### config.mk
export PLATFORM = sky130hd
export DESIGN_NAME = cmf_front
export DESIGN_NICKNAME = d
export VERILOG_FILES = /design/src/hdl/cmf_pkg.sv /design/src/hdl/cmf_front.sv
export SDC_FILE = /design/constraint.sdc
export NUM_CORES = 1
export LEC_CHECK = 0
export BUFFER_PORTS_ARGS = -buffer_cell sky130_fd_sc_hd__buf_2
export CAP_MARGIN = 5
export CORE_ASPECT_RATIO = 2
export CORE_MARGIN = 1
export CORE_UTILIZATION = 29
export CTS_BUF_LIST = sky130_fd_sc_hd__clkbuf_2
export CTS_CLUSTER_SIZE = 14
export DETAILED_ROUTE_END_ITERATION = 10
export GPL_TIMING_DRIVEN = 1
export HOLD_SLACK_MARGIN = 0.05
export MAX_ROUTING_LAYER = met4
export SYNTH_ARGS = -nofsm -noshare
export SYNTH_HDL_FRONTEND = slang
export SYNTH_SLANG_ARGS = --single-unit
### constraint.sdc
create_clock -name clk -period 3.35 [get_ports clk]
set_input_delay 0.1675 -clock clk [delete_from_list [all_inputs] [get_ports clk]]
set_output_delay 0.1675 -clock clk [all_outputs]
set_load 0.1 [all_outputs]
### src/hdl/cmf_pkg.sv
// ----------------------------------------------------------------------------
// cmf_pkg
// Shared types and constants of the cross morphology filter: sizes, the
// configuration set, the payload structs and the records passed between units.
// ----------------------------------------------------------------------------
package cmf_pkg;

  // Frame size limits.
  localparam int MAX_WIDTH  = 1024;
  localparam int MAX_HEIGHT = 4096;

  // Counter and size widths derived from the limits.
  localparam int COL_W = $clog2(MAX_WIDTH);
  localparam int WID_W = $clog2(MAX_WIDTH + 1);
  localparam int ROW_W = $clog2(MAX_HEIGHT + 1);

  // Configuration register widths and write port.
  localparam int CFG_WIDTH_W  = 11;
  localparam int CFG_HEIGHT_W = 13;
  localparam int CFG_DATA_W   = 13;
  localparam int CFG_INDEX_W  = 3;

  localparam logic [CFG_WIDTH_W-1:0]  WIDTH_RESET  = CFG_WIDTH_W'(1024);
  localparam logic [CFG_HEIGHT_W-1:0] HEIGHT_RESET = CFG_HEIGHT_W'(4096);

  // Queue between the front and the back.
  localparam int QDEPTH  = 4;
  localparam int QPTR_W  = $clog2(QDEPTH);
  localparam int LEVEL_W = $clog2(QDEPTH + 1);

  typedef enum logic [CFG_INDEX_W-1:0] {
    REG_MODE       = 3'd0,
    REG_FOREGROUND = 3'd1,
    REG_BACKGROUND = 3'd2,
    REG_WIDTH      = 3'd3,
    REG_HEIGHT     = 3'd4
  } cfg_reg_t;

  typedef enum logic {
    MODE_DILATE = 1'b0,
    MODE_ERODE  = 1'b1
  } mode_t;

  typedef enum logic {
    KIND_PIXEL = 1'b0,
    KIND_DRAIN = 1'b1
  } kind_t;

  typedef struct packed {
    logic                    mode;
    logic [7:0]              foreground_code;
    logic [7:0]              background_code;
    logic [CFG_WIDTH_W-1:0]  image_width;
    logic [CFG_HEIGHT_W-1:0] image_height;
  } cfg_t;

  typedef struct packed {
    logic       kind;
    logic [7:0] pixel_in;
  } in_item_t;

  typedef struct packed {
    logic [7:0] pixel_out;
    logic       last_of_frame;
  } out_item_t;

  // Request to the line buffer. Port A reads (and writes) column c, port B reads
  // column c+1 (c at a row end); up_bank selects the bank of the row above.
  typedef struct packed {
    logic             rd_en;
    logic             wr_en;
    logic             up_bank;
    logic [COL_W-1:0] addr_a;
    logic [COL_W-1:0] addr_b;
    logic [7:0]       wr_data;
  } lb_req_t;

  typedef struct packed {
    logic [7:0] up;
    logic [7:0] center;
    logic [7:0] right;
  } lb_rsp_t;

  // One classified window, ready for the filter.
  typedef struct packed {
    logic [7:0] center;
    logic [7:0] up;
    logic [7:0] down;
    logic [7:0] left;
    logic [7:0] right;
    logic       has_up;
    logic       has_down;
    logic       has_left;
    logic       has_right;
    logic       last;
  } qent_t;

endpackage

### src/hdl/cmf_front.sv
// ----------------------------------------------------------------------------
// cmf_front
// Accepts items, tracks the raster position, classifies each item (pixel,
// drain, ignored), drives the line buffer and builds the window record.
// ----------------------------------------------------------------------------
module cmf_front (
  input  logic                         clk,
  input  logic                         rst,
  input  cmf_pkg::cfg_t                cfg,
  input  logic                         item_valid,
  output logic                         item_stall,
  input  cmf_pkg::in_item_t            item,
  input  logic [cmf_pkg::LEVEL_W-1:0]  q_level,
  output cmf_pkg::lb_req_t             lb_req,
  input  cmf_pkg::lb_rsp_t             lb_rsp,
  output logic                         q_push,
  output cmf_pkg::qent_t               q_entry
);
  import cmf_pkg::*;

  logic [COL_W-1:0] in_column;
  logic [ROW_W-1:0] in_row;
  logic [WID_W-1:0] w_eff;
  logic [ROW_W-1:0] h_eff;
  logic [WID_W-1:0] col_next;
  logic             row_end;
  logic             draining;
  logic             is_pixel;
  logic             emit;
  logic             accept;

  // Window stage, aligned with the registered line buffer data.
  logic       s1_valid;
  logic       s1_has_up, s1_has_down, s1_has_left, s1_has_right, s1_last;
  logic [7:0] s1_down;
  logic [7:0] prev_center;

  always_comb begin
    if (cfg.image_width == '0) begin
      w_eff = WID_W'(1);
    end else if (32'(cfg.image_width) > MAX_WIDTH) begin
      w_eff = WID_W'(MAX_WIDTH);
    end else begin
      w_eff = WID_W'(cfg.image_width);
    end
    if (cfg.image_height == '0) begin
      h_eff = ROW_W'(1);
    end else if (32'(cfg.image_height) > MAX_HEIGHT) begin
      h_eff = ROW_W'(MAX_HEIGHT);
    end else begin
      h_eff = ROW_W'(cfg.image_height);
    end
  end

  always_comb begin
    col_next   = WID_W'(in_column) + WID_W'(1);
    row_end    = col_next >= w_eff;
    draining   = in_row >= h_eff;
    is_pixel   = (item.kind == KIND_PIXEL) && !draining;
    emit       = draining || (is_pixel && (in_row != '0));
    item_stall = (LEVEL_W'(q_level) + LEVEL_W'(s1_valid)) >= LEVEL_W'(QDEPTH);
    accept     = item_valid && !item_stall;
  end

  always_comb begin
    lb_req.rd_en   = accept && emit;
    lb_req.wr_en   = accept && is_pixel;
    lb_req.up_bank = in_row[0];
    lb_req.addr_a  = in_column;
    lb_req.addr_b  = row_end ? in_column : COL_W'(col_next);
    lb_req.wr_data = item.pixel_in;
  end

  always_ff @(posedge clk) begin
    if (rst) begin
      in_column <= '0;
      in_row    <= '0;
      s1_valid  <= 1'b0;
    end else begin
      s1_valid <= accept && emit;
      if (accept && (draining || is_pixel)) begin
        if (row_end) begin
          in_column <= '0;
          in_row    <= draining ? '0 : in_row + ROW_W'(1);
        end else begin
          in_column <= in_column + COL_W'(1);
        end
      end
    end
  end

  always_ff @(posedge clk) begin
    if (accept && emit) begin
      s1_has_up    <= in_row >= ROW_W'(2);
      s1_has_down  <= !draining;
      s1_has_left  <= in_column != '0;
      s1_has_right <= !row_end;
      s1_last      <= draining && row_end;
      s1_down      <= item.pixel_in;
    end
    // The left neighbour is the centre of the previous window in the row.
    if (s1_valid) begin
      prev_center <= lb_rsp.center;
    end
  end

  always_comb begin
    q_push            = s1_valid;
    q_entry.center    = lb_rsp.center;
    q_entry.up        = lb_rsp.up;
    q_entry.down      = s1_down;
    q_entry.left      = prev_center;
    q_entry.right     = lb_rsp.right;
    q_entry.has_up    = s1_has_up;
    q_entry.has_down  = s1_has_down;
    q_entry.has_left  = s1_has_left;
    q_entry.has_right = s1_has_right;
    q_entry.last      = s1_last;
  end

endmodule

==> results.md <==
Route:
- In this run, the number of DRC markers left after iteration 0 of detailed routing was around 190.
- The wire length on met2 is between 6000 and 7000 µm.
- For this block, wires on met1 add up to ~3500 µm.
- The overall via count from detail_route is between 3000 and 4000.
- The wire length after detailed routing is roughly 11000 µm.
- The topmost layer with routed signal wires is met4.
- Using the TritonRoute via totals, the vias-per-cell ratio works out to slightly above 5.
- Before antenna repair, the detailed router went through 4 iterations.
- For this run, design rule violations remaining after detail routing come to 0.
- The detailed-routed wire length on met3 is between 300 and 400 µm.
- In this run the remaining antenna-violating nets after routing total 0.
- Dividing the detail-routed wire length by the instance count gives between 15 and 20 µm.

Critical path:
- Among all stages on the critical path, the largest delay is contributed by dfxtp_4.
- The number of buffers and inverters on the critical path is 5.
- The worst register-to-register path has a setup slack of about 0.06 ns.
- On the critical path the largest part of the delay comes from buffers and inverters.
- For the worst setup path, the data required time is 3.18 ns.
- The number of cells on the worst reg-to-reg path is 16.
- In this run the critical register-to-register path is captured at in_row[9].
- The critical path capture point type is an output pin.
- In this run the worst path has a maximum fanout of 5.
- In this design, the stage delay of the slowest critical-path cell is between 0.4 and 0.5 ns.
- The critical path launch point type is a flop.
- The critical path is of the reg2out type.
- The worst register-to-register path begins at in_column[4].
- Traced cell by cell, the critical path runs through buf_4, inv_1, nor3_4, buf_4, xnor2_1, ha_1, a21oi_1, o21ai_1, a221oi_4, buf_12, nand4_1, xnor2_4, buf_12.
- The arrival time at the worst endpoint is roughly 3.4 ns.

Floorplan:
- The die is roughly 78 µm wide.
- The cell row count is 54.
- The area of the core is 11000 µm².
- The floorplan step defined a die boundary enclosing 11900 µm².
- roughly 160 I/O pins were placed.
- The initial utilization of the core area, before any placement, comes to 30.1%.
- The die is about 150 µm tall.

Global route:
- Global routing consumed, over all layers together, between 10% and 20% of the routing resources.
- The number of antenna violations at the first check in global routing came to 1.
- The maximum number of pins on one net before global-route repair is 27.
- The remaining global-route overflow is 0.
- The first global-routing pass estimated 16400 µm of wire.
- The via count of the first global-routing pass was approximately 3400.

STA:
- The post-layout minimum cycle time is 3.59 ns.
- The worst-case headroom to the max-slew limit is between 40% and 50%.
- The number of hold-slack violations in the final timing report is 0.
- Setup repair after global routing could not meet its margin everywhere.
- The final worst hold slack is 0.157 ns.
- For this run, the top clock speed supported by timing is ~280 MHz.
- The share of the clock period used by the worst path is 107%.
- The slew at the pin closest to its max-slew limit is 0.753 ns.
- Setup violations remaining at the end of the flow were counted as 10.
- The count of pins over their slew limit came to 0.
- The final worst clock skew is 0.0292 ns.
- Once routing completed, OpenROAD measured the worst setup slack at -0.242 ns.

Layout:
- From synthesis to final layout, the design area changed by 46.2%.
- The final layout net count is 604.
- The post-route non-filler standard cell count is 636.
- The proportion of layout cells with a drive suffix above 1 is 42.2%.
- The library cells used most frequently in the layout, excluding fill and tap cells, are buf_2 (98), nand2_1 (37), ha_1 (28), buf_4 (28), edfxtp_1 (21).
- The final core utilization is a little over two fifths.
- The commonest non-fill, non-tap cell in the layout is buf_2.

Logic synthesis:
- After synthesis, the share of flip-flops with an asynchronous set or reset is 0%.
- The dominant combinational cell family by area after synthesis is simple AND/OR/NAND/NOR gates.
- Of the total synthesized cell area, the portion taken by full adders, half adders and majority gates is around 11%.
- The multiplexer fraction of the synthesized cell area is 0%.
- The compound-cell area share of the yosys netlist is between 15 and 20%.
- The simple-gate area share of the yosys netlist is about 22%.
- During synthesis, Yosys emitted a total of 0 warnings.
- The primary flip-flop cell chosen by synthesis mapping is dfxtp_1.
- In this run the mean area of a mapped cell was slightly below 9 µm².
- The number of nets in the synthesized netlist is between 400 and 500.
- After synthesis, flip-flops and latches occupy 33.5% of the total area.
- Counting flops with a built-in enable in the synthesized netlist gives 21.
- The cell area after synthesis is around 3300 µm².
- In this run, synthesis produced a sequential element count of 45.
- The cell count after synthesis is between 300 and 400.
- The xor-xnor portion of the synthesized cell area is 4.49%.
- Counting distinct cell types in the post-synthesis netlist gives 50.

Placement:
- The number of placed cells counting well taps is just under 600.
- In this run the tool buffered the top-level ports with roughly 110 buffer cells.
- Routability-driven placement finished with a final weighted congestion of around 0.86.
- Detailed placement finished with a half-perimeter wire length of approximately 7500 µm.

Min path:
- In this run the worst hold path is classified as in2reg.
- The worst hold path passes through 4 cells.
- The endpoint of the worst hold path is in_column[0].
- The origin of the worst min-delay path is item_valid.

CTS:
- The number of buffers between clock root and the deepest sink is 2.
- The number of CTS-inserted buffers is 5.
- Clock-pin slew was measured on the worst setup and hold paths at ~0.26 ns.
- Counting every sink on the clock net gives between 40 and 50.
- The clock reaches the later pin of the worst-skew pair after about 0.45 ns.
- The clock tree synthesis step divided the H-tree into 2 levels.
- The CTS tree is built.
- The tree is rooted in a clkbuf_2.

Pwr:
- Of the total power, combinational logic draws about 28%.
- The cell leakage power is a little over 2 nW.
- VDD sags by at most around 0.00011 V.
- Per report_power, the sequential group accounts for about half of the total.
- Per report_power, the clock group accounts for between 20% and 30% of the total.
- The internal portion of the total power is between 0.0007 and 0.0008 W.
- Power spread over the standard cell area amounts to about 230 nW/µm².
- The switching power is roughly 0.00041 W.
- Net switching is 36.5% of the power.

Outcome:
- The checks that failed: setup timing.
- The flow ran to the end, but the final reports show violations.

Run:
- Across the run, the number of max-cap violations was 0.
==> per-layer routing <==
layer | track usage (%) | up-vias
li1 | - | 1566
met1 | 15.8 | 1536
met2 | 34.8 | 99
met3 | 1.85 | 55
met4 | 13.4 | 0
met5 | - | -
==> power by group through the flow <==
stage	logic, W	clock network [W]	registers [W]
final	0.000314	0.000249	0.000574
after global routing	0.000332	0.000278	0.000574
after CTS	0.000303	0.000258	0.000574
after detailed placement	0.000269	0	0.000587
after global placement	0.000264	0	0.000587
after floorplan	0.000284	0	0.000597
==> cell type report <==
class,instances,area [µm²]
antenna,1,2.50
timing repair buffer,161,1210
inverter,21,82.6
clock inverter,3,21.3
clock buffer,5,25.0
tap,140,175
multi-input combinational,260,2180
fill,1063,6170
sequential,45,1140
==> worst min-delay path: stages <==
cell,delay [ns]
buf_2,0.10
and2_1,0.19
nand3_1,0.10
a21oi_1,0.05
==> registers in the layout, indices dropped and copies added, names as in the netlist <==
name	cells
s1_has_up	1
s1_has_down	1
in_row	13
s1_has_right	1
s1_down	8
q_push	1
s1_has_left	1
prev_center	8
in_column	10
s1_last	1
==> how the worst max path moves through the flow <==
| stage | startpoint | to | slack, ns | cells after the start |
|---|---|---|---|---|
| finish | in_column[4] | lb_req[17] | -0.24 | 13 |
| global route | in_column[4] | lb_req[17] | -0.49 | 13 |
| CTS | in_column[2] | lb_req[17] | -0.16 | 13 |
| detailed placement | in_column[2] | in_row[9] | 0.15 | 13 |
| global placement | in_column[0] | in_row[9] | 0.16 | 13 |
| floorplan | in_column[2] | lb_req[17] | -0.48 | 14 |
==> stage by stage <==
stage	worst slack (ns)	setup TNS (ns)	area (µm²)	total power, W
2_1_floorplan	-0.479	-2.39	3580	0.000881
3_3_place_gp	0.160	0	4160	0.000851
3_5_place_dp	0.147	0	4160	0.000856
4_1_cts	-0.162	-1.50	4680	0.00114
5_1_grt	-0.490	-5.16	4840	0.00118
6_report	-0.242	-1.74	4840	0.00114
==> cell families after synthesis <==
group                      Yosys count
AOI/OAI and AO/OA                   73
xor gates and xnor gates            17
adders and majority gates           30
buffers and inverters               71
DFF                                 45
and+or+nand+nor                    140
==> Yosys cell counts (3+ instances only) <==
master | number | share of area [%]
o21ai_0 | 13 | 2.0
buf_2 | 4 | 0.60
buf_4 | 39 | 8.8
nor3_1 | 12 | 1.8
and3_1 | 6 | 1.1
nand2_1 | 44 | 5.0
clkbuf_1 | 6 | 0.68
inv_1 | 18 | 2.0
a211oi_1 | 6 | 1.4
or3_1 | 4 | 0.76
nor4_1 | 8 | 1.5
ha_1 | 30 | 11
a31oi_1 | 4 | 0.76
a21oi_1 | 13 | 2.0
xnor2_1 | 15 | 4.0
a22o_1 | 9 | 2.4
nor2_1 | 19 | 2.2
edfxtp_1 | 21 | 19
nand3_1 | 17 | 2.6
o311ai_0 | 3 | 0.79
o31ai_1 | 7 | 1.6
nand4_1 | 10 | 1.9
dfxtp_1 | 24 | 15
o32ai_1 | 5 | 1.3
nor2b_1 | 5 | 0.94
o21ai_1 | 3 | 0.45
==> timing repair <==
item / 4_1_cts / 5_1_grt
hold buffers: 16 / 0
hold endpoints to repair: 16 / 0
pin swaps: 12 / 21
gates resized for setup: 26 / 23
setup endpoints to repair: 10 / 21
gates cloned: 2 / 1
setup buffers: 19 / 8
Note: power is estimated with default switching activity, not from simulation.
