==> config.mk <==
export PLATFORM = sky130hd
export DESIGN_NAME = cmf_queue
export DESIGN_NICKNAME = d
export VERILOG_FILES = /design/src/hdl/cmf_pkg.sv /design/src/hdl/cmf_queue.sv
export SDC_FILE = /design/constraint.sdc
export NUM_CORES = 1
export LEC_CHECK = 0
export BUFFER_PORTS_ARGS = -buffer_cell sky130_fd_sc_hd__buf_2
export CORE_MARGIN = 5
export CORE_UTILIZATION = 45
export DETAILED_ROUTE_END_ITERATION = 16
export PLACE_DENSITY = 0.76
export SLEW_MARGIN = 15
export SYNTH_ARGS = -nofsm -noshare
export SYNTH_HDL_FRONTEND = slang
export SYNTH_SLANG_ARGS = --single-unit
==> constraint.sdc <==
create_clock -name clk -period 2.1 [get_ports clk]
set_input_delay 0.315 -clock clk [delete_from_list [all_inputs] [get_ports clk]]
set_output_delay 0.315 -clock clk [all_outputs]
set_load 0.005 [all_outputs]
==> src/hdl/cmf_pkg.sv <==
// ----------------------------------------------------------------------------
// cmf_pkg
// Shared types and constants of the cross morphology filter: sizes, the
// configuration set, the payload structs and the records passed between units.
// ----------------------------------------------------------------------------
package cmf_pkg;

  // Frame size limits.
  localparam int MAX_WIDTH  = 1024;
  localparam int MAX_HEIGHT = 4096;

  // Counter and size widths derived from the limits.
  localparam int COL_W = $clog2(MAX_WIDTH);
  localparam int WID_W = $clog2(MAX_WIDTH + 1);
  localparam int ROW_W = $clog2(MAX_HEIGHT + 1);

  // Configuration register widths and write port.
  localparam int CFG_WIDTH_W  = 11;
  localparam int CFG_HEIGHT_W = 13;
  localparam int CFG_DATA_W   = 13;
  localparam int CFG_INDEX_W  = 3;

  localparam logic [CFG_WIDTH_W-1:0]  WIDTH_RESET  = CFG_WIDTH_W'(1024);
  localparam logic [CFG_HEIGHT_W-1:0] HEIGHT_RESET = CFG_HEIGHT_W'(4096);

  // Queue between the front and the back.
  localparam int QDEPTH  = 4;
  localparam int QPTR_W  = $clog2(QDEPTH);
  localparam int LEVEL_W = $clog2(QDEPTH + 1);

  typedef enum logic [CFG_INDEX_W-1:0] {
    REG_MODE       = 3'd0,
    REG_FOREGROUND = 3'd1,
    REG_BACKGROUND = 3'd2,
    REG_WIDTH      = 3'd3,
    REG_HEIGHT     = 3'd4
  } cfg_reg_t;

  typedef enum logic {
    MODE_DILATE = 1'b0,
    MODE_ERODE  = 1'b1
  } mode_t;

  typedef enum logic {
    KIND_PIXEL = 1'b0,
    KIND_DRAIN = 1'b1
  } kind_t;

  typedef struct packed {
    logic                    mode;
    logic [7:0]              foreground_code;
    logic [7:0]              background_code;
    logic [CFG_WIDTH_W-1:0]  image_width;
    logic [CFG_HEIGHT_W-1:0] image_height;
  } cfg_t;

  typedef struct packed {
    logic       kind;
    logic [7:0] pixel_in;
  } in_item_t;

  typedef struct packed {
    logic [7:0] pixel_out;
    logic       last_of_frame;
  } out_item_t;

  // Request to the line buffer. Port A reads (and writes) column c, port B reads
  // column c+1 (c at a row end); up_bank selects the bank of the row above.
  typedef struct packed {
    logic             rd_en;
    logic             wr_en;
    logic             up_bank;
    logic [COL_W-1:0] addr_a;
    logic [COL_W-1:0] addr_b;
    logic [7:0]       wr_data;
  } lb_req_t;

  typedef struct packed {
    logic [7:0] up;
    logic [7:0] center;
    logic [7:0] right;
  } lb_rsp_t;

  // One classified window, ready for the filter.
  typedef struct packed {
    logic [7:0] center;
    logic [7:0] up;
    logic [7:0] down;
    logic [7:0] left;
    logic [7:0] right;
    logic       has_up;
    logic       has_down;
    logic       has_left;
    logic       has_right;
    logic       last;
  } qent_t;

endpackage

==> src/hdl/cmf_queue.sv <==
// ----------------------------------------------------------------------------
// cmf_queue
// Short first-in first-out queue of window records between front and back.
// ----------------------------------------------------------------------------
module cmf_queue (
  input  logic                         clk,
  input  logic                         rst,
  input  logic                         push,
  input  cmf_pkg::qent_t               push_data,
  input  logic                         pop,
  output cmf_pkg::qent_t               head,
  output logic                         not_empty,
  output logic [cmf_pkg::LEVEL_W-1:0]  level
);
  import cmf_pkg::*;

  qent_t             entries [QDEPTH];
  logic [QPTR_W-1:0] wr_ptr;
  logic [QPTR_W-1:0] rd_ptr;
  logic              do_pop;

  assign do_pop    = pop && (level != '0);
  assign not_empty = level != '0;
  assign head      = entries[rd_ptr];

  always_ff @(posedge clk) begin
    if (rst) begin
      wr_ptr <= '0;
      rd_ptr <= '0;
      level  <= '0;
    end else begin
      if (push) begin
        wr_ptr <= (wr_ptr == QPTR_W'(QDEPTH - 1)) ? '0 : wr_ptr + QPTR_W'(1);
      end
      if (do_pop) begin
        rd_ptr <= (rd_ptr == QPTR_W'(QDEPTH - 1)) ? '0 : rd_ptr + QPTR_W'(1);
      end
      if (push && !do_pop) begin
        level <= level + LEVEL_W'(1);
      end else if (!push && do_pop) begin
        level <= level - LEVEL_W'(1);
      end
    end
  end

  always_ff @(posedge clk) begin
    if (push) begin
      entries[wr_ptr] <= push_data;
    end
  end

endmodule

==> results of run 1 <==
## registers in the layout, summed over array words and instances, names as in the netlist, named ones only
register,cells
entries,180
level,3
rd_ptr,2
wr_ptr,2
## synthesized netlist by cell type
master | instances | share of area
sky130_fd_sc_hd__ha_1 | 6 | 0.011
sky130_fd_sc_hd__buf_2 | 4 | 0.0029
sky130_fd_sc_hd__or3_1 | 3 | 0.0027
sky130_fd_sc_hd__mux4_1 | 5 | 0.019
sky130_fd_sc_hd__xor2_1 | 2 | 0.0025
sky130_fd_sc_hd__mux4_2 | 40 | 0.13
sky130_fd_sc_hd__o21ai_0 | 1 | 0.00071
sky130_fd_sc_hd__fa_1 | 1 | 0.0029
sky130_fd_sc_hd__nor3b_1 | 1 | 0.0011
sky130_fd_sc_hd__dfxtp_1 | 9 | 0.026
sky130_fd_sc_hd__buf_12 | 4 | 0.011
sky130_fd_sc_hd__o31ai_4 | 1 | 0.0030
sky130_fd_sc_hd__inv_1 | 4 | 0.0021
sky130_fd_sc_hd__buf_6 | 1 | 0.0016
sky130_fd_sc_hd__and2_1 | 4 | 0.0036
sky130_fd_sc_hd__nor2_1 | 5 | 0.0027
sky130_fd_sc_hd__nand2_1 | 1 | 0.00054
sky130_fd_sc_hd__clkbuf_2 | 1 | 0.00071
sky130_fd_sc_hd__mux2i_1 | 3 | 0.0043
sky130_fd_sc_hd__edfxtp_1 | 180 | 0.77
sky130_fd_sc_hd__a21oi_1 | 3 | 0.0021
## power by group through the flow
stage	registers [uW]	logic [uW]	clock network (uW)
after floorplan	4470	1100	0
after detailed placement	4530	1610	0
after CTS	4430	1710	3420
final	4400	1810	3340
after global placement	4510	1570	0
after global routing	4420	1980	3600
## kinds of logic (layout without fill, tap and decap cells)
| group | Yosys count | after routing |
|---|---|---|
| buffers and inverters | 14 | 157 |
| DFF | 189 | 189 |
| and+or+nand+nor | 14 | 14 |
| AOI/OAI and AO/OA | 5 | 5 |
| muxes | 48 | 48 |
| adders and majority gates | 7 | 7 |
| xor gates and xnor gates | 2 | 2 |
## routing by layer
metal  part of all wire  up-vias
li1                   -     1442
met1               0.41     1660
met2               0.51       87
met3              0.061       18
met4              0.017        2
met5             0.0016        -
## area by class of cell
cell class                 instances  share of cell area
sequential                       189               0.653
timing repair buffer             121              0.0922
clock buffer                      17              0.0497
tap                              211              0.0308
clock inverter                    15              0.0231
inverter                           4             0.00175
multi-input combinational         76               0.149
## worst paths after layout
path                               start                       end  slack [ns]  cells past startpoint
setup / recovery                register                  head[16]        0.04                      4
hold / removal             push_data[30]  entries[3][30]$_DFFE_PP_         0.1                      1
setup reg to reg   level[2]$_SDFFE_PP0P_     level[2]$_SDFFE_PP0P_        0.08                      7
hold reg to reg   rd_ptr[0]$_SDFFE_PP0P_                  register        0.53                      2
## what timing repair did
item	4_1_cts	5_1_grt
hold buffers	0	0
endpoints found under the setup margin	39	38
gates cloned	0	1
pin swaps	1	2
setup buffers	4	5
resized for setup	6	7
## metrics by stage
stage               worst slack (ns)  area, sq um  total power [uW]  hold WS [ns]  TNS [ns]
finish                        0.0448         8560              9550        0.0964         0
floorplan                     0.0614         7010              5560         0.384         0
CTS                          -0.0364         8480              9560        0.0667    -0.317
global route                 -0.0339         8560             10000        0.0726    -0.527
global placement               0.126         7830              6090         0.489         0
detailed placement            0.0107         7830              6140         0.498         0
==> metrics.log, run 1 <==
INFO  metric dr.pass1.iters = 4
INFO  metric post_synthesis_area_per_instance = 25.1 sq um
INFO  metric cts_root_buffer = sky130_fd_sc_hd__clkbuf_16
INFO  metric final_cell_count_no_fill = 633
INFO  metric grt_remaining_overflow = 0
INFO  metric fillerInstances = 1,161
INFO  metric setup_viol_count_final = 0
INFO  metric grt_start_max_net_pins = 46
INFO  metric num_vias = 3,209
INFO  metric drv.max_cap_violation_count = 0
INFO  metric cp_slowest_cell = sky130_fd_sc_hd__mux4_2
INFO  metric power_frac_comb = 0.189
INFO  metric core = 15,300 sq um
INFO  metric synthesis.instances = 279
INFO  metric synth_adder_area_share = 0.0136
INFO  metric final_min_period_over_clock_period = 0.979
INFO  metric cts_inserted_buffers = 17
INFO  metric min_tclk_post_route = 2.06 ns
INFO  metric multiplexer_share_of_the_synthesized_area = 0.152
INFO  metric syn_nets = 335
INFO  metric power_per_cell_area = 1120 nW/um^2
INFO  metric globalRouteMet2Util = 0.243
INFO  metric dominant_combinational_cell_family_by_area_after_synthesis = multiplexers
INFO  metric crit_family = multiplexers
INFO  metric finalHoldViolCount = 0
INFO  metric die_h = 135 microns
INFO  metric min_path_type = input pin to register
INFO  metric share_seq_of_total_power = 0.461
INFO  metric slew_violations = 0
INFO  metric buffer_ports.inserted = 97
INFO  metric yosysWarnings = 0
INFO  metric detailedRoute.firstIterationViolations = 203
INFO  metric wl_per_cell = 19.7 microns
INFO  metric globalRoute.busiestLayer = met2
INFO  metric vias_in_the_first_global_route = 3,551
INFO  metric layout.cells.most_common_list = 180 x sky130_fd_sc_hd__edfxtp_1, 97 x sky130_fd_sc_hd__buf_2, 45 x sky130_fd_sc_hd__mux4_2
INFO  metric p_sw = 2270 uW
INFO  metric seqCellArea = 5590 sq um
INFO  metric clock_path_buffers = 2
INFO  metric core.rowCount = 45
INFO  metric power.switching_fraction = 0.238
INFO  metric routed_wl = 12,400 microns
INFO  metric hpwl = 7680 microns
INFO  metric synthDistinctLibCells = 21
INFO  metric worst_skew_pair.late_latency = 0.43 ns
INFO  metric critPathRequiredTime = 1.78 ns
INFO  metric worst_setup_hold_path_clk_slew = 0.07 ns
INFO  metric finalNetCount = 465
INFO  metric detail_route.drc_violations = 0
INFO  metric final_common_cell = sky130_fd_sc_hd__edfxtp_1
INFO  metric drive_above_1_share = 0.491
INFO  metric globalplace.congestion = 0.724
INFO  metric viasPerCell = 5.07
INFO  metric arrival = 1.74 ns
INFO  metric p_leak = 0.00295 uW
INFO  metric yosys.area_share.xor_xnor = 0.00250
INFO  metric dieArea = 18,200 sq um
INFO  metric timing.critical_path.fanout_max = 8
INFO  metric multiInputGateArea = 1280 sq um
INFO  metric boundaryPins = 98
INFO  metric synth_seq_area_share = 0.797
INFO  metric power.clock.fraction = 0.350
INFO  metric max-vdd-ir-drop = 0.599 mV
INFO  metric utilization = 0.561
INFO  metric critPathBufInv = 3
INFO  metric antenna_found_initial = 1
INFO  metric grtUsageMet1 = 0.183
INFO  metric clk_skew = 0.00626 ns
INFO  metric worst_pin_slew = 0.473 ns
INFO  metric postSynthRegisterBits = 189
INFO  metric post_synthesis_cell_area = 7010 sq um
INFO  metric fmaxAchievable = 487 MHz
INFO  metric grt_setup_unrepaired = true
INFO  metric crit_path_end_kind = output port
INFO  metric overall_die_width = 135 microns
INFO  metric slowest_delay = 0.52 ns
INFO  metric grt_use_total = 0.148
INFO  metric cts_htree_levels = 4
INFO  metric gr-usage-met3 = 0.0529
INFO  metric synth_simple_gate_area_share = 0.0105
INFO  metric post_synthesis_compound_gate_area_fraction = 0.00589
INFO  metric clock_tree_from_tritoncts = yes
INFO  metric synthToLayoutAreaGrowth = 22.2%
INFO  metric grt_pass1_wl = 19,700 microns
INFO  metric status = finished clean
INFO  metric start_util = 0.459
INFO  metric clock_sinks = 189
INFO  metric internal_power = 7270 uW
INFO  metric placed_cell_count = 591
INFO  metric critPathLaunchType = register
INFO  metric antenna_violating_nets_post_route = 0
INFO  metric worstPathCellList = buf_12, buf_6, mux4_2, buf_2
INFO  metric path_class = register to output port
INFO  metric slew-limit-headroom = 0.685
INFO  metric diodes = 0
No activity file was read; power rests on OpenSTA's default activity.
==> run 2: changes to the inputs <==
- ABC_CLOCK_PERIOD_IN_PS: not set -> 2100
- CORE_ASPECT_RATIO: not set -> 1.1
==> run 2 against run 1 <==
  * Critical path depth unchanged
  * Total power is 0.37% higher
  * Final area down 0.39%
  * Critical path type unchanged
  * Largest cell class unchanged
==> metrics.log, run 2 (synthesis gave the netlist of run 1 again) <==
INFO  metric clock_path_buffers = 2 (unchanged)
INFO  metric crit-reg2reg-launch = level[2]$_SDFFE_PP0P_
INFO  metric fmaxAchievable = 487 MHz (about the same)
INFO  metric slew_violations = 0 (unchanged)
INFO  metric finalNetCount = 465 (unchanged)
INFO  metric utilization = 0.562 (+0.000966)
INFO  metric grt_pass1_wl = 19,200 microns (-2.9%)
INFO  metric vias_in_the_first_global_route = 3,475 (-2.1%)
INFO  metric start_util = 0.462 (+0.00261)
INFO  metric status = finished clean
INFO  metric worst_setup_hold_path_clk_slew = 0.06 ns (about the same)
INFO  metric synthToLayoutAreaGrowth = 21.7%
INFO  metric largest_reg_flops = 180 (unchanged)
INFO  metric dr.pass1.iters = 4 (unchanged)
INFO  metric critPathLaunchType = register
INFO  metric detailedRoute.firstIterationViolations = 295 (+45%)
INFO  metric worstPathCellList = buf_4, clkbuf_16, mux4_2, buf_2
INFO  metric grt_setup_unrepaired = true
INFO  metric cp_slowest_cell = sky130_fd_sc_hd__mux4_2
INFO  metric hpwl = 7680 microns (about the same)
INFO  metric path_class = register to output port
INFO  metric finalHoldViolCount = 0 (unchanged)
INFO  metric biggestRegsByFlops = entries: 180 flops, level: 3 flops
INFO  metric worst_pin_slew = 0.436 ns (-0.0364 ns)
INFO  metric fillerInstances = 1,155 (-0.52%)
INFO  metric layout.cells.most_common_list = 180 x sky130_fd_sc_hd__edfxtp_1, 97 x sky130_fd_sc_hd__buf_2, 43 x sky130_fd_sc_hd__mux4_2
INFO  metric routed_wl = 12,500 microns (+0.41%)
INFO  metric diodes = 0 (unchanged)
INFO  metric die_h = 141 microns (+4.5%)
INFO  metric cts_htree_levels = 4 (unchanged)
INFO  metric overall_die_width = 129 microns (-4.3%)
INFO  metric final_min_period_over_clock_period = 0.978 (about the same)
INFO  metric cts_inserted_buffers = 17 (unchanged)
INFO  metric core.rowCount = 47 (+4.4%)
INFO  metric buffer_ports.inserted = 97 (unchanged)
INFO  metric wl_per_cell = 20.2 microns (+2.8%)
INFO  metric max-vdd-ir-drop = 0.571 mV (-4.7%)
INFO  metric clock_tree_from_tritoncts = yes
INFO  metric num_vias = 3,235 (+0.81%)
INFO  metric detail_route.drc_violations = 0 (unchanged)
INFO  metric core = 15,200 sq um (-0.57%)
INFO  metric grt_start_max_net_pins = 46 (unchanged)
INFO  metric setup_viol_count_final = 0 (unchanged)
INFO  metric min_path_type = input pin to register
INFO  metric slowest_delay = 0.50 ns (-0.02 ns)
INFO  metric whs = 0.105 ns (+0.00882 ns)
INFO  metric clk_skew = 0.00757 ns (+0.00132 ns)
INFO  metric power_per_cell_area = 1120 nW/um^2 (+0.77%)
INFO  metric final_common_cell = sky130_fd_sc_hd__edfxtp_1
INFO  metric min_tclk_post_route = 2.05 ns (-0.00115 ns)
INFO  metric antenna_violating_nets_post_route = 0 (unchanged)
INFO  metric crit_path_end_kind = output port
INFO  metric grt_use_total = 0.145 (-0.00363)
INFO  metric cts_root_buffer = sky130_fd_sc_hd__clkbuf_16
INFO  metric hold_path.startpoint = push_data[20]
INFO  metric timing.critical_path.fanout_max = 8 (unchanged)
INFO  metric viasPerCell = 5.23 (+3.3%)
INFO  metric dieArea = 18,200 sq um (about the same)
INFO  metric slew-limit-headroom = 0.709 (+0.0243)
INFO  metric grt_remaining_overflow = 0 (unchanged)
INFO  metric arrival = 1.74 ns (about the same)
INFO  metric drive_above_1_share = 0.476 (-0.0142)
INFO  metric worst_skew_pair.late_latency = 0.42 ns (about the same)
INFO  metric drv.max_cap_violation_count = 0 (unchanged)
INFO  metric globalplace.congestion = 0.667 (-7.9%)
INFO  metric antenna_found_initial = 1 (unchanged)
INFO  metric cts_hold_buf = 0 (unchanged)
INFO  metric clock_sinks = 189 (unchanged)
INFO  metric p_leak = 0.00295 uW (-0.11%)
INFO  metric register_with_the_most_flip_flops = entries
INFO  metric boundaryPins = 98 (unchanged)
INFO  metric critPathRequiredTime = 1.78 ns (about the same)
==> run 2: timing repair <==
action | in CTS | in global routing
pin swaps | 1 | 1
resized for setup | 4 | 3
setup endpoints to repair | 34 | 22
setup buffers | 3 | 6
gates cloned | 1 | 2
==> run 2: area by class of cell <==
type                            count  area, sq um  share of cell area
Sequential cell                   189         5590               0.656
Multi-Input combinational cell     76         1290               0.151
Timing Repair Buffer              121          766              0.0898
Clock buffer                       22          464              0.0544
Tap cell                          196          245              0.0288
Clock inverter                     10          161              0.0189
Inverter                            4         15.0             0.00176
==> run 2: worst max-delay path, delay by kind of cell, from the launching register on <==
| family | cells | cell delay, ns |
|---|---|---|
| multiplexers | 1 | 0.50 |
| buffers and inverters | 3 | 0.43 |
| flip-flops | 1 | 0.38 |
==> run 2: power breakdown <==
| part | internal (uW) | switching [uW] | total, uW |
|---|---|---|---|
| logic | 1060 | 756 | 1820 |
| clock network | 2060 | 1300 | 3350 |
| registers | 4320 | 91.3 | 4410 |
| total | 7440 | 2140 | 9580 |
==> run 2: routing by layer <==
metal / global-route usage / up-vias / share of wire
met1: 0.179 / 1687 / 0.41
li1: - / 1439 / -
met3: 0.0450 / 20 / 0.056
met5: 0 / - / 0.0010
met2: 0.238 / 87 / 0.52
met4: 0.0564 / 2 / 0.015
==> run 2: final timing paths <==
| path | endpoint | slack [ns] | depth (start not counted) |
|---|---|---|---|
| max | head[0] | 0.05 | 4 |
| max reg2reg | level[2]$_SDFFE_PP0P_ | 0.07 | 7 |
| min | entries[1][20]$_DFFE_PP_ | 0.11 | 1 |
| min reg2reg | register | 0.55 | 2 |
==> run 2: per-stage QoR <==
stage               area (sq um)  total power (uW)  setup WS (ns)  TNS (ns)  instances
floorplan                   7010              5560         0.0614         0        279
detailed placement          7760              6120        -0.0483   -0.0483        574
finish                      8530              9580         0.0460         0        618
global placement            7760              6070          0.120         0        574
CTS                         8430              9560        -0.0240    -0.146        610
global route                8530             10000        -0.0177    -0.145        618
