==> config.mk <==
export PLATFORM = sky130hd
export DESIGN_NAME = cmf_back
export DESIGN_NICKNAME = d
export VERILOG_FILES = /design/src/hdl/cmf_pkg.sv /design/src/hdl/cmf_back.sv
export SDC_FILE = /design/constraint.sdc
export NUM_CORES = 1
export LEC_CHECK = 0
export BUFFER_PORTS_ARGS = -buffer_cell sky130_fd_sc_hd__buf_2
export CAP_MARGIN = 5
export CORE_ASPECT_RATIO = 1.1
export CORE_MARGIN = 2
export CORE_UTILIZATION = 37
export DETAILED_ROUTE_END_ITERATION = 10
export PLACE_DENSITY = 0.81
export SLEW_MARGIN = 30
export SYNTH_ARGS = -nofsm -noshare
export SYNTH_HDL_FRONTEND = slang
export SYNTH_SLANG_ARGS = --single-unit
==> constraint.sdc <==
create_clock -name clk -period 3.3 [get_ports clk]
set_input_delay 0.66 -clock clk [delete_from_list [all_inputs] [get_ports clk]]
set_output_delay 0.66 -clock clk [all_outputs]
set_load 0.05 [all_outputs]
==> src/hdl/cmf_pkg.sv <==
// ----------------------------------------------------------------------------
// cmf_pkg
// Shared types and constants of the cross morphology filter: sizes, the
// configuration set, the payload structs and the records passed between units.
// ----------------------------------------------------------------------------
package cmf_pkg;

  // Frame size limits.
  localparam int MAX_WIDTH  = 1024;
  localparam int MAX_HEIGHT = 4096;

  // Counter and size widths derived from the limits.
  localparam int COL_W = $clog2(MAX_WIDTH);
  localparam int WID_W = $clog2(MAX_WIDTH + 1);
  localparam int ROW_W = $clog2(MAX_HEIGHT + 1);

  // Configuration register widths and write port.
  localparam int CFG_WIDTH_W  = 11;
  localparam int CFG_HEIGHT_W = 13;
  localparam int CFG_DATA_W   = 13;
  localparam int CFG_INDEX_W  = 3;

  localparam logic [CFG_WIDTH_W-1:0]  WIDTH_RESET  = CFG_WIDTH_W'(1024);
  localparam logic [CFG_HEIGHT_W-1:0] HEIGHT_RESET = CFG_HEIGHT_W'(4096);

  // Queue between the front and the back.
  localparam int QDEPTH  = 4;
  localparam int QPTR_W  = $clog2(QDEPTH);
  localparam int LEVEL_W = $clog2(QDEPTH + 1);

  typedef enum logic [CFG_INDEX_W-1:0] {
    REG_MODE       = 3'd0,
    REG_FOREGROUND = 3'd1,
    REG_BACKGROUND = 3'd2,
    REG_WIDTH      = 3'd3,
    REG_HEIGHT     = 3'd4
  } cfg_reg_t;

  typedef enum logic {
    MODE_DILATE = 1'b0,
    MODE_ERODE  = 1'b1
  } mode_t;

  typedef enum logic {
    KIND_PIXEL = 1'b0,
    KIND_DRAIN = 1'b1
  } kind_t;

  typedef struct packed {
    logic                    mode;
    logic [7:0]              foreground_code;
    logic [7:0]              background_code;
    logic [CFG_WIDTH_W-1:0]  image_width;
    logic [CFG_HEIGHT_W-1:0] image_height;
  } cfg_t;

  typedef struct packed {
    logic       kind;
    logic [7:0] pixel_in;
  } in_item_t;

  typedef struct packed {
    logic [7:0] pixel_out;
    logic       last_of_frame;
  } out_item_t;

  // Request to the line buffer. Port A reads (and writes) column c, port B reads
  // column c+1 (c at a row end); up_bank selects the bank of the row above.
  typedef struct packed {
    logic             rd_en;
    logic             wr_en;
    logic             up_bank;
    logic [COL_W-1:0] addr_a;
    logic [COL_W-1:0] addr_b;
    logic [7:0]       wr_data;
  } lb_req_t;

  typedef struct packed {
    logic [7:0] up;
    logic [7:0] center;
    logic [7:0] right;
  } lb_rsp_t;

  // One classified window, ready for the filter.
  typedef struct packed {
    logic [7:0] center;
    logic [7:0] up;
    logic [7:0] down;
    logic [7:0] left;
    logic [7:0] right;
    logic       has_up;
    logic       has_down;
    logic       has_left;
    logic       has_right;
    logic       last;
  } qent_t;

endpackage

==> src/hdl/cmf_back.sv <==
// ----------------------------------------------------------------------------
// cmf_back
// Applies dilation or erosion to the window at the head of the queue and
// holds the result in the output register until it is taken.
// ----------------------------------------------------------------------------
module cmf_back (
  input  logic               clk,
  input  logic               rst,
  input  cmf_pkg::cfg_t      cfg,
  input  cmf_pkg::qent_t     q_head,
  input  logic               q_not_empty,
  output logic               q_pop,
  output logic               result_valid,
  input  logic               result_stall,
  output cmf_pkg::out_item_t result
);
  import cmf_pkg::*;

  logic [7:0] want;
  logic       hit;
  logic [7:0] filtered;
  logic       take;

  always_comb begin
    want = (cfg.mode == MODE_ERODE) ? cfg.background_code : cfg.foreground_code;
    hit  = (q_head.has_up    && (q_head.up    == want)) ||
           (q_head.has_down  && (q_head.down  == want)) ||
           (q_head.has_left  && (q_head.left  == want)) ||
           (q_head.has_right && (q_head.right == want));
    if (cfg.mode == MODE_ERODE) begin
      filtered = ((q_head.center == cfg.foreground_code) && hit) ?
                 cfg.background_code : q_head.center;
    end else begin
      filtered = ((q_head.center == cfg.foreground_code) || hit) ?
                 cfg.foreground_code : q_head.center;
    end
    take  = !result_valid || !result_stall;
    q_pop = q_not_empty && take;
  end

  always_ff @(posedge clk) begin
    if (rst) begin
      result_valid <= 1'b0;
    end else if (take) begin
      result_valid <= q_not_empty;
    end
  end

  always_ff @(posedge clk) begin
    if (q_pop) begin
      result.pixel_out     <= filtered;
      result.last_of_frame <= q_head.last;
    end
  end

endmodule

==> implementation parameters, run 1 <==
Parameter                              Value

Clock network
  Post-CTS Hold Buffers ... 0
  Post-CTS Repair Setup Buffers ... 0
  Clock Sink Count ... 10
  Clk Tree Root Cell ... clkbuf_4
  Max clock buf depth ... 2
  Reg clk slew, reported paths ... 60 ps
  Number of gates resized after cts ... 0
  Total CTS buffers ... 3
  Clock latency of the later-clocked register in the worst-skew pair ... 260 ps
  CTS tree ... built
  H-tree Lvls ... 1

Place
  I/O Buffers ... 76
  Detailed placer's ending HPWL ... 2420 um
  Placed instance area ... 0.00158 mm^2
  Pre-CTS setup slack ... 79.2 ps
  Global placer's final weighted congestion ... 0.785

Timing
  Minimum clock period ... 2930 ps
  Hold violation count in the final report ... 0
  Worst clock skew ... 9.44 ps
  Slew at the pin closest to its max-slew limit ... 467 ps
  Setup TNS after final layout ... 0 ps
  Setup repair after global routing missed its margin ... no
  Final slew viol count ... 0
  Worst slew margin ... 68.6%
  Setup-violating endpoint count in the final report ... 0
  Worst path setup slack after routing ... 372 ps
  Achievable frequency ... 342 MHz
  Post-route fraction of the period consumed by the critical path ... 88.7%

Setup path
  Worst stage delay on the critical path ... 470 ps
  Worst path slowest cell ... or3b_2
  Critical path arrival ... 2930 ps
  CP Max Fanout ... 16
  Kind of critical path ... primary input to flip-flop
  Most frequent cell on the critical path ... buf_4
  Data required time at the worst endpoint ... 3310 ps
  CP endpoint kind ... flip-flop
  Buffering stage count on the worst path with inverters included ... 3
  Family with the most delay on the worst path ... simple AND/OR/NAND/NOR gates
  Critical path, cell by cell ... buf_2 -> buf_4 -> mux2i_1 -> buf_4 -> xnor2_1 -> nor4_1 -> nand3_1 -> o21ai_0 -> o21ai_2 -> or3b_2 -> o211a_1
  Startpoint types ... primary input

Synth
  Largest area contributor in the synthesized netlist ... xnor2_1
  Most common flop cell mapped by yosys ... edfxtp_1
  Synth Register Bits ... 10
  Summed instance area of the synthesized netlist ... 0.00108 mm^2
  Share of flip-flops with an asynchronous set or reset ... 0%
  Leading post-synthesis cells by instance count ... xnor2_1 (33), edfxtp_1 (9), mux2i_1 (8), o211a_1 (8), or3_1 (8)
  Share of the yosys chip area belonging to registers ... 26.9%
  Library cell with the highest instance count after synthesis ... xnor2_1
  Syn Inst Count ... 107
  Distinct cell type count after synthesis ... 23
  Mean cell area of the mapped netlist ... 10.1 um^2
  Total number of yosys warnings ... 0
  Cell types with the largest area share after synthesis ... xnor2_1 (27%), edfxtp_1 (25%), mux2i_1 (7.4%)
  Number of flops mapped to enable cells by yosys ... 9
  Fraction of synthesized cell area taken by the top area cell type ... 26.8%
  Syn nets ... 197

Floorplanning
  Die span in x ... 55.5 um
  Number of cell rows ... 20
  # IOs ... 101
  Std-Cell Core Area ... 0.00278 mm^2
  Total die area ... 0.00337 mm^2
  DIE HEIGHT ... 60.7 um
  Starting Density ... 38.9%

Pwr
  Static leakage ... 0.722 nW
  Worst IR Drop VDD ... 0.276 mV
  P per Cell Area ... 267 mW/mm^2

Route
  Routed len/inst ... 12.1 um
  Via total after detailed routing ... 1129
  DRT antenna net count ... 0
  Routed via count divided by cell count ... 4.91
  Length of the first detailed-routing pass in iterations ... 4
  Drt first-iter violations ... 8
  Remaining routing DRC violations ... 0
  Total detailed-routing wirelength ... 2790 um

GRT
  Antenna violations before repair ... 0
  Largest net degree at the start of global routing ... 17
  Aggregate global-route resource usage ... 17.3%
  Number of global-route vias before repair ... 1089
  Remaining global-route overflow ... 0
  First-pass GRT wire length ... 4600 um

Final layout
  Proportion of layout cells with a drive suffix above 1 ... 51.3%
  Number of nets in the layout ... 288
  Post-synthesis to final-layout area growth ... 48.7%
  Count of antenna diodes in the layout ... 0
  Final cell area excluding filler cells ... 0.00161 mm^2

Status
  Status ... complete, no violations

Run
  Count of max-cap constraint violations ... 0

Min path
  Type of the tightest min-delay check ... flip-flop to flip-flop
## power breakdown
part           switching (mW)  internal [mW]  leakage [nW]  total, mW
combinational          0.0995         0.0946         0.612      0.194
sequential            0.00188          0.147        0.0954      0.149
clock                  0.0394         0.0466        0.0150     0.0860
total                   0.141          0.288         0.722      0.429
## path summary, 6_finish.rpt
path	start	to	slack, ps	cells past startpoint
max	cfg[40]	result[2]$_DFFE_PP_	370	11
min	result_valid$_SDFFE_PP0N_	result_valid$_SDFFE_PP0N_	500	2
max reg2reg	result_valid$_SDFFE_PP0N_	result[2]$_DFFE_PP_	2250	2
min reg2reg	result_valid$_SDFFE_PP0N_	result_valid$_SDFFE_PP0N_	500	2
## flip-flops by register name, summed over array words and instances (netlist names)
| signal | count |
|---|---|
| result_valid | 1 |
| result | 9 |
## area by class of cell
| type | count | area (um^2) |
|---|---|---|
| flip-flops and latches | 10 | 290 |
| fillers | 273 | 1170 |
| well taps | 33 | 41.3 |
| multi-input cells | 94 | 769 |
| repair buffers | 89 | 478 |
| clock buffers | 4 | 26.3 |
## layer usage
metal  wire length, um  track usage (%)
met5                 0                0
met4                13             2.79
met3               215             4.90
met2              1450             31.6
met1              1110             20.8
## cell usage in the layout, fill, tap and decap left out
master,n
o211a_1,8
buf_2,76
xor2_1,7
buf_4,13
nor3_1,3
or3b_2,6
nand4_1,4
a21boi_0,1
or3_1,8
edfxtp_1,9
mux2i_1,8
a21oi_1,1
xnor2_1,33
or3b_1,2
dfxtp_1,1
o41ai_2,1
o21ai_2,1
nor2_1,2
nand3_1,3
clkbuf_4,3
a21oi_2,1
o21ai_0,1
clkbuf_1,1
nor4_1,4
## logic make-up (layout without fill, tap and decap cells)
group / Yosys count / in the layout / share of synthesized area [%]
buf+inv: 3 / 93 / 1.85
simple gates: 32 / 32 / 19.2
xor+xnor: 40 / 40 / 32.4
compound gates: 14 / 14 / 12.2
flops: 10 / 10 / 26.9
mux: 8 / 8 / 7.42
## worst min-delay path, stage by stage (launching register included)
cell and delay, ps:
dfxtp_1 340, a21oi_1 60, nor2_1 60
## stage by stage
step           total power [mW]  utilization, %  hold slack [ps]  std cells
6_report                  0.429            57.8              501        230
2_1_floorplan             0.267               -              732        107
5_1_grt                   0.460            57.8              530        230
4_1_cts                   0.435            57.8              503        230
3_3_place_gp              0.346            56.8              477        226
3_5_place_dp              0.347            56.8              488        226
(Power assumes the default switching activity.)
==> inputs of run 2 (changes only) <==
CELL_PAD_IN_SITES_DETAIL_PLACEMENT = 1   (was not set)
CELL_PAD_IN_SITES_GLOBAL_PLACEMENT = 1   (was not set)
CORE_UTILIZATION = 25   (was 37)
SKIP_CTS_REPAIR_TIMING = 1   (was not set)
==> run 2 against run 1 <==
  * Critical path depth unchanged
  * Clock power up 48%
  * Global-route usage down 2.9 points
  * First-iteration DRC count rose to 4.5 times the previous value
==> implementation parameters, run 2 (synthesized netlist as in run 1, its figures left out) <==
Parameter                              Value

Status
  Status ... complete, no violations

Pwr
  Worst IR Drop VDD ... 0.0734 mV (-73%)
  Switch share ... 31.1% (-1.7 points)
  Static leakage ... 0.752 nW (+4.1%)
  Logic gate share of total power ... 42.6% (-2.6 points)
  Int Pwr ... 0.332 mW (+15%)
  Sum of internal, switching and leakage power ... 0.482 mW (+12%)
  P per Cell Area ... 286 mW/mm^2 (+7.0%)
  Clk network pwr share ... 26.4% (+6.4 points)
  Sequential power share ... 31.0% (-3.7 points)
  Switching power ... 0.150 mW (+6.5%)

Route
  Routed len/inst ... 13.5 um (+11%)
  Length of the first detailed-routing pass in iterations ... 4 (unchanged)
  Routed via count divided by cell count ... 4.67 (-4.8%)
  Via total after detailed routing ... 1187 (+5.1%)
  Remaining routing DRC violations ... 0 (unchanged)
  Drt first-iter violations ... 36 (+28)
  DRT antenna net count ... 0 (unchanged)
  Total detailed-routing wirelength ... 3420 um (+23%)

GRT
  Global-route track usage on met1 ... 16.3% (-4.5 points)
  Top Usage Layer GRT ... met2
  First-pass GRT wire length ... 5360 um (+16%)
  Largest net degree at the start of global routing ... 14 (-3)
  Remaining global-route overflow ... 0 (unchanged)
  Aggregate global-route resource usage ... 14.4% (-2.9 points)
  Number of global-route vias before repair ... 1172 (+7.6%)
  GRT met2 Usage ... 27.6% (-4.1 points)
  Antenna violations before repair ... 0 (unchanged)
  M3 GR Usage ... 1.39% (-3.5 points)

Clock network
  CTS tree ... built
  H-tree Lvls ... 1 (unchanged)
  Max clock buf depth ... 2 (unchanged)
  Clock latency of the later-clocked register in the worst-skew pair ... 230 ps (-30 ps)
  Clk Tree Root Cell ... clkbuf_8
  Total CTS buffers ... 3 (unchanged)
  Clock Sink Count ... 10 (unchanged)
  Reg clk slew, reported paths ... 40 ps (-20 ps)

Final layout
  Number of flip-flops under the largest register name ... 9 (unchanged)
  Count of antenna diodes in the layout ... 0 (unchanged)
  Most used cells in the layout excluding fill and tap cells ... buf_2 (76), xnor2_1 (33), buf_4 (15)
  Largest registers ranked by flip-flop count ... result x9, result_valid x1
  Biggest register ... result
  Post-synthesis to final-layout area growth ... 56.1%
  Number of nets in the layout ... 291 (+1.0%)
  Proportion of layout cells with a drive suffix above 1 ... 52.0% (+0.73 points)
  # fillers ... 524 (+92%)
  Leading cell type in the layout, fill and taps excluded ... buf_2

Timing
  Worst clock skew ... 3.68 ps (-5.76 ps)
  Setup repair after global routing missed its margin ... no
  Achievable frequency ... 327 MHz (-4.2%)
  Final slew viol count ... 0 (unchanged)
  Setup-violating endpoint count in the final report ... 0 (unchanged)
  Post-route fraction of the period consumed by the critical path ... 92.6% (+3.9 points)
  Minimum clock period ... 3060 ps (+128 ps)
  Worst path setup slack after routing ... 245 ps (-128 ps)
  Worst slew margin ... 47.0% (-22 points)
  Slew at the pin closest to its max-slew limit ... 789 ps (+322 ps)
  Hold violation count in the final report ... 0 (unchanged)

Setup path
  Kind of critical path ... primary input to flip-flop
  Startpoint types ... primary input
  Family with the most delay on the worst path ... simple AND/OR/NAND/NOR gates
  CP endpoint kind ... flip-flop
  Critical path arrival ... 3030 ps (+100 ps)
  CP Max Fanout ... 13 (-3)
  Most frequent cell on the critical path ... buf_4
  Worst reg2reg path depth ... 2 (unchanged)
  Worst path slowest cell ... nor3_1
  Buffering stage count on the worst path with inverters included ... 3 (unchanged)
  Logic depth of the worst setup path including buffers ... 11 (unchanged)
  Worst stage delay on the critical path ... 660 ps (+190 ps)
  Setup slack of the most critical reg-to-reg path ... 2300 ps (+50 ps)
  Data required time at the worst endpoint ... 3270 ps (-40 ps)
  Critical path, cell by cell ... buf_2 -> buf_4 -> mux2i_1 -> buf_4 -> xnor2_1 -> nor4_1 -> nand4_1 -> o41ai_2 -> nor3_1 -> a21oi_2 -> o211a_1

Floorplanning
  Number of cell rows ... 25 (+25%)
  DIE HEIGHT ... 72.9 um (+20%)
  Total die area ... 0.00486 mm^2 (+44%)
  Die span in x ... 66.7 um (+20%)
  Starting Density ... 25.6% (-13 points)
  # IOs ... 101 (unchanged)
  Std-Cell Core Area ... 0.00422 mm^2 (+52%)

Place
  Pre-CTS setup slack ... -32.2 ps (-111 ps)
  Detailed placer's ending HPWL ... 3040 um (+26%)
  I/O Buffers ... 76 (unchanged)
  Global placer's final weighted congestion ... 0.731 (-6.8%)

Min path
  Number of instances on the worst hold path ... 2 (unchanged)
  Type of the tightest min-delay check ... flip-flop to flip-flop

Run
  Count of max-cap constraint violations ... 0 (unchanged)
-- run 2: area by class of cell --
| class | count | area (um^2) | share of cell area (%) |
|---|---|---|---|
| timing repair buffer | 92 | 513 | 30.4 |
| sequential | 10 | 290 | 17.2 |
| tap | 54 | 67.6 | 4.01 |
| multi-input combinational | 94 | 769 | 45.7 |
| clock buffer | 4 | 45.0 | 2.67 |
-- run 2: final timing paths --
kind                                   from                         to
setup reg to reg  result_valid$_SDFFE_PP0N_        result[3]$_DFFE_PP_
setup / recovery                    cfg[40]        result[7]$_DFFE_PP_
hold reg to reg   result_valid$_SDFFE_PP0N_  result_valid$_SDFFE_PP0N_
hold / removal    result_valid$_SDFFE_PP0N_  result_valid$_SDFFE_PP0N_
-- run 2: layer usage --
metal	up-vias	part of all wire (%)
met5	-	0
met4	0	1.1
met3	4	7.3
met2	56	52
met1	544	40
li1	583	-
-- run 2: power groups by stage --
stage | Sequential, mW | Clock, mW | Combinational [mW]
finish | 0.150 | 0.127 | 0.206
global route | 0.150 | 0.133 | 0.223
CTS | 0.150 | 0.129 | 0.209
detailed placement | 0.152 | 0 | 0.208
global placement | 0.151 | 0 | 0.205
floorplan | 0.180 | 0 | 0.0874
-- run 2: per-stage QoR --
| stage | util, % | setup TNS, ps | area, um^2 | hold WS (ps) | std cells |
|---|---|---|---|---|---|
| 3_5_place_dp | 38.8 | -82.9 | 1640 | 545 | 250 |
| 3_3_place_gp | 38.8 | -15.6 | 1640 | 499 | 250 |
| 6_report | 39.9 | 0 | 1690 | 538 | 254 |
| 4_1_cts | 39.9 | 0 | 1690 | 555 | 254 |
| 2_1_floorplan | - | 0 | 1080 | 732 | 107 |
| 5_1_grt | 39.9 | 0 | 1690 | 593 | 254 |
-- run 2: worst register-to-register path, cell delays in order (launching register included) --
cell      delay [ps]
dfxtp_1          320
a21boi_0         180
buf_4            210
==> inputs of run 3 (changes only) <==
clock period = 3.45 ns   (was 3.3 ns; I/O delays follow)
==> run 3 against run 2 <==
  * Register-to-register slack gained 170 ps
  * Cell count shrank 0.39%
  * Sequential share of layout area grew 0.077 points
  * Utilization shrank 0.18 points
  * Non-clock buffer count shrank 1
  * Power shrank 3.7%
  * Final area shrank 0.45%
  * Via count shrank 0.34%
  * Combinational power shrank 5%
  * Flip-flop and latch count is the same
  * Critical path type unchanged
==> implementation parameters, run 3 (synthesized netlist as in run 1, its figures left out) <==
Parameter                              Value

Status
  Status ... complete, no violations

Route
  Length of the first detailed-routing pass in iterations ... 4 (unchanged)
  Routed via count divided by cell count ... 4.68 (about the same)
  Routed len/inst ... 13.9 um (+3.4%)
  Total detailed-routing wirelength ... 3520 um (+3.0%)
  Drt first-iter violations ... 54 (+50%)
  DRT antenna net count ... 0 (unchanged)
  Remaining routing DRC violations ... 0 (unchanged)
  Via total after detailed routing ... 1183 (-0.34%)

Clock network
  Clock latency of the later-clocked register in the worst-skew pair ... 240 ps (about the same)
  H-tree Lvls ... 1 (unchanged)
  Max clock buf depth ... 2 (unchanged)
  Total CTS buffers ... 3 (unchanged)
  Clock Sink Count ... 10 (unchanged)
  CTS tree ... built
  Clk Tree Root Cell ... clkbuf_8
  Reg clk slew, reported paths ... 50 ps (about the same)

Final layout
  Number of nets in the layout ... 290 (-0.34%)
  # fillers ... 534 (+1.9%)
  Post-synthesis to final-layout area growth ... 55.4%
  Biggest register ... result
  Leading cell type in the layout, fill and taps excluded ... buf_2
  Most used cells in the layout excluding fill and tap cells ... buf_2 (76), xnor2_1 (33), buf_4 (14)
  Final cell area excluding filler cells ... 0.00168 mm^2 (-0.45%)
  Proportion of layout cells with a drive suffix above 1 ... 51.8% (-0.24 points)
  Largest registers ranked by flip-flop count ... result x9, result_valid x1
  Count of antenna diodes in the layout ... 0 (unchanged)
  Number of flip-flops under the largest register name ... 9 (unchanged)

Setup path
  Data required time at the worst endpoint ... 3440 ps (+170 ps)
  CP endpoint kind ... flip-flop
  Critical path arrival ... 3160 ps (+130 ps)
  CP Max Fanout ... 19 (+6)
  Worst reg2reg path depth ... 2 (unchanged)
  Kind of critical path ... primary input to flip-flop
  Startpoint types ... primary input

Timing
  Post-route fraction of the period consumed by the critical path ... 91.8%
  Minimum clock period ... 3170 ps
  Setup repair after global routing missed its margin ... no
  Hold violation count in the final report ... 0 (unchanged)
  Setup TNS after final layout ... 0 ps (unchanged)
  Worst slew margin ... 43.7% (-3.3 points)
  Worst clock skew ... 3.46 ps (-0.216 ps)
  Fin Hold WS ... 550 ps (+12.1 ps)
  Slew at the pin closest to its max-slew limit ... 837 ps (+48.5 ps)
  Setup-violating endpoint count in the final report ... 0 (unchanged)
  Worst path setup slack after routing ... 284 ps (+38.9 ps)
  Achievable frequency ... 316 MHz
  Final slew viol count ... 0 (unchanged)

Run
  Count of max-cap constraint violations ... 0 (unchanged)

Floorplanning
  Die span in x ... 66.7 um (unchanged)
  Starting Density ... 25.6% (unchanged)
  Std-Cell Core Area ... 0.00422 mm^2 (unchanged)
  # IOs ... 101 (unchanged)
  Number of cell rows ... 25 (unchanged)
  DIE HEIGHT ... 72.9 um (unchanged)
  Total die area ... 0.00486 mm^2 (unchanged)

GRT
  Antenna violations before repair ... 0 (unchanged)
  Number of global-route vias before repair ... 1264 (+7.8%)
  First-pass GRT wire length ... 5520 um (+3.0%)
  Remaining global-route overflow ... 0 (unchanged)
  Aggregate global-route resource usage ... 15.2% (+0.82 points)
  Largest net degree at the start of global routing ... 20 (+6)

Pwr
  Static leakage ... 0.747 nW (-0.64%)
  P per Cell Area ... 277 mW/mm^2 (-3.3%)
  Worst IR Drop VDD ... 0.0793 mV (+8.1%)
  Clk network pwr share ... 27.0% (+0.6 points)
  Switching power ... 0.147 mW (-1.8%)
  Sequential power share ... 30.8% (-0.2 points)
  Logic gate share of total power ... 42.1% (-0.5 points)
  Int Pwr ... 0.317 mW (-4.6%)
  Switch share ... 31.7% (+0.62 points)

Min path
  Number of instances on the worst hold path ... 2 (unchanged)
  Type of the tightest min-delay check ... flip-flop to flip-flop

Place
  Global placer's final weighted congestion ... 0.751 (+2.7%)
  Detailed placer's ending HPWL ... 3070 um (+1.2%)
  Placed instance area ... 0.00163 mm^2 (-0.46%)
  I/O Buffers ... 76 (unchanged)
  Pre-CTS setup slack ... -22.8 ps (+9.32 ps)
run 3: cell count changes in the layout (fill, tap and decap cells not counted):
cell	previous run	this run
buf_4	15	14
run 3: final cells by class:
| type | count | area (um^2) | area share (%) |
|---|---|---|---|
| clock buffer | 4 | 45.0 | 2.68 |
| sequential | 10 | 290 | 17.3 |
| multi-input combinational | 94 | 769 | 45.9 |
| tap | 54 | 67.6 | 4.03 |
| timing repair buffer | 91 | 505 | 30.1 |
run 3: metrics by stage:
| stage | cells | utilization, % | power [mW] |
|---|---|---|---|
| 6_report | 253 | 39.7 | 0.465 |
| 5_1_grt | 253 | 39.7 | 0.487 |
| 4_1_cts | 253 | 39.7 | 0.471 |
| 2_1_floorplan | 107 | - | 0.256 |
| 3_5_place_dp | 249 | 38.7 | 0.344 |
| 3_3_place_gp | 249 | 38.7 | 0.340 |
run 3: worst paths after layout:
path / start / to / slack [ps]
worst max-delay path: cfg[40] / result[8]$_DFFE_PP_ / 280
worst min-delay path: result_valid$_SDFFE_PP0N_ / result_valid$_SDFFE_PP0N_ / 550
worst max register to register: result_valid$_SDFFE_PP0N_ / result[6]$_DFFE_PP_ / 2470
worst min register to register: result_valid$_SDFFE_PP0N_ / result_valid$_SDFFE_PP0N_ / 550
run 3: layer usage:
layer	GRT usage (%)	up-vias	share of wire (%)
li1	-	582	-
met1	16.3	542	38
met2	28.4	54	52
met3	2.31	5	8.1
met4	7.26	0	1.8
met5	0	-	0
run 3: critical path, cell delays in order:
cell and delay, ps:
buf_2 310, buf_4 190, mux2i_1 200, buf_4 180
xnor2_1 120, nor4_1 70, nand4_1 110, o41ai_2 100
nor3_1 690, a21oi_2 200, o211a_1 280
run 3: power groups by stage:
stage | combinational, mW | clock, mW | sequential, mW
finish | 0.196 | 0.126 | 0.143
global route | 0.213 | 0.130 | 0.144
CTS | 0.200 | 0.128 | 0.143
detailed placement | 0.198 | 0 | 0.145
global placement | 0.195 | 0 | 0.145
floorplan | 0.0836 | 0 | 0.172
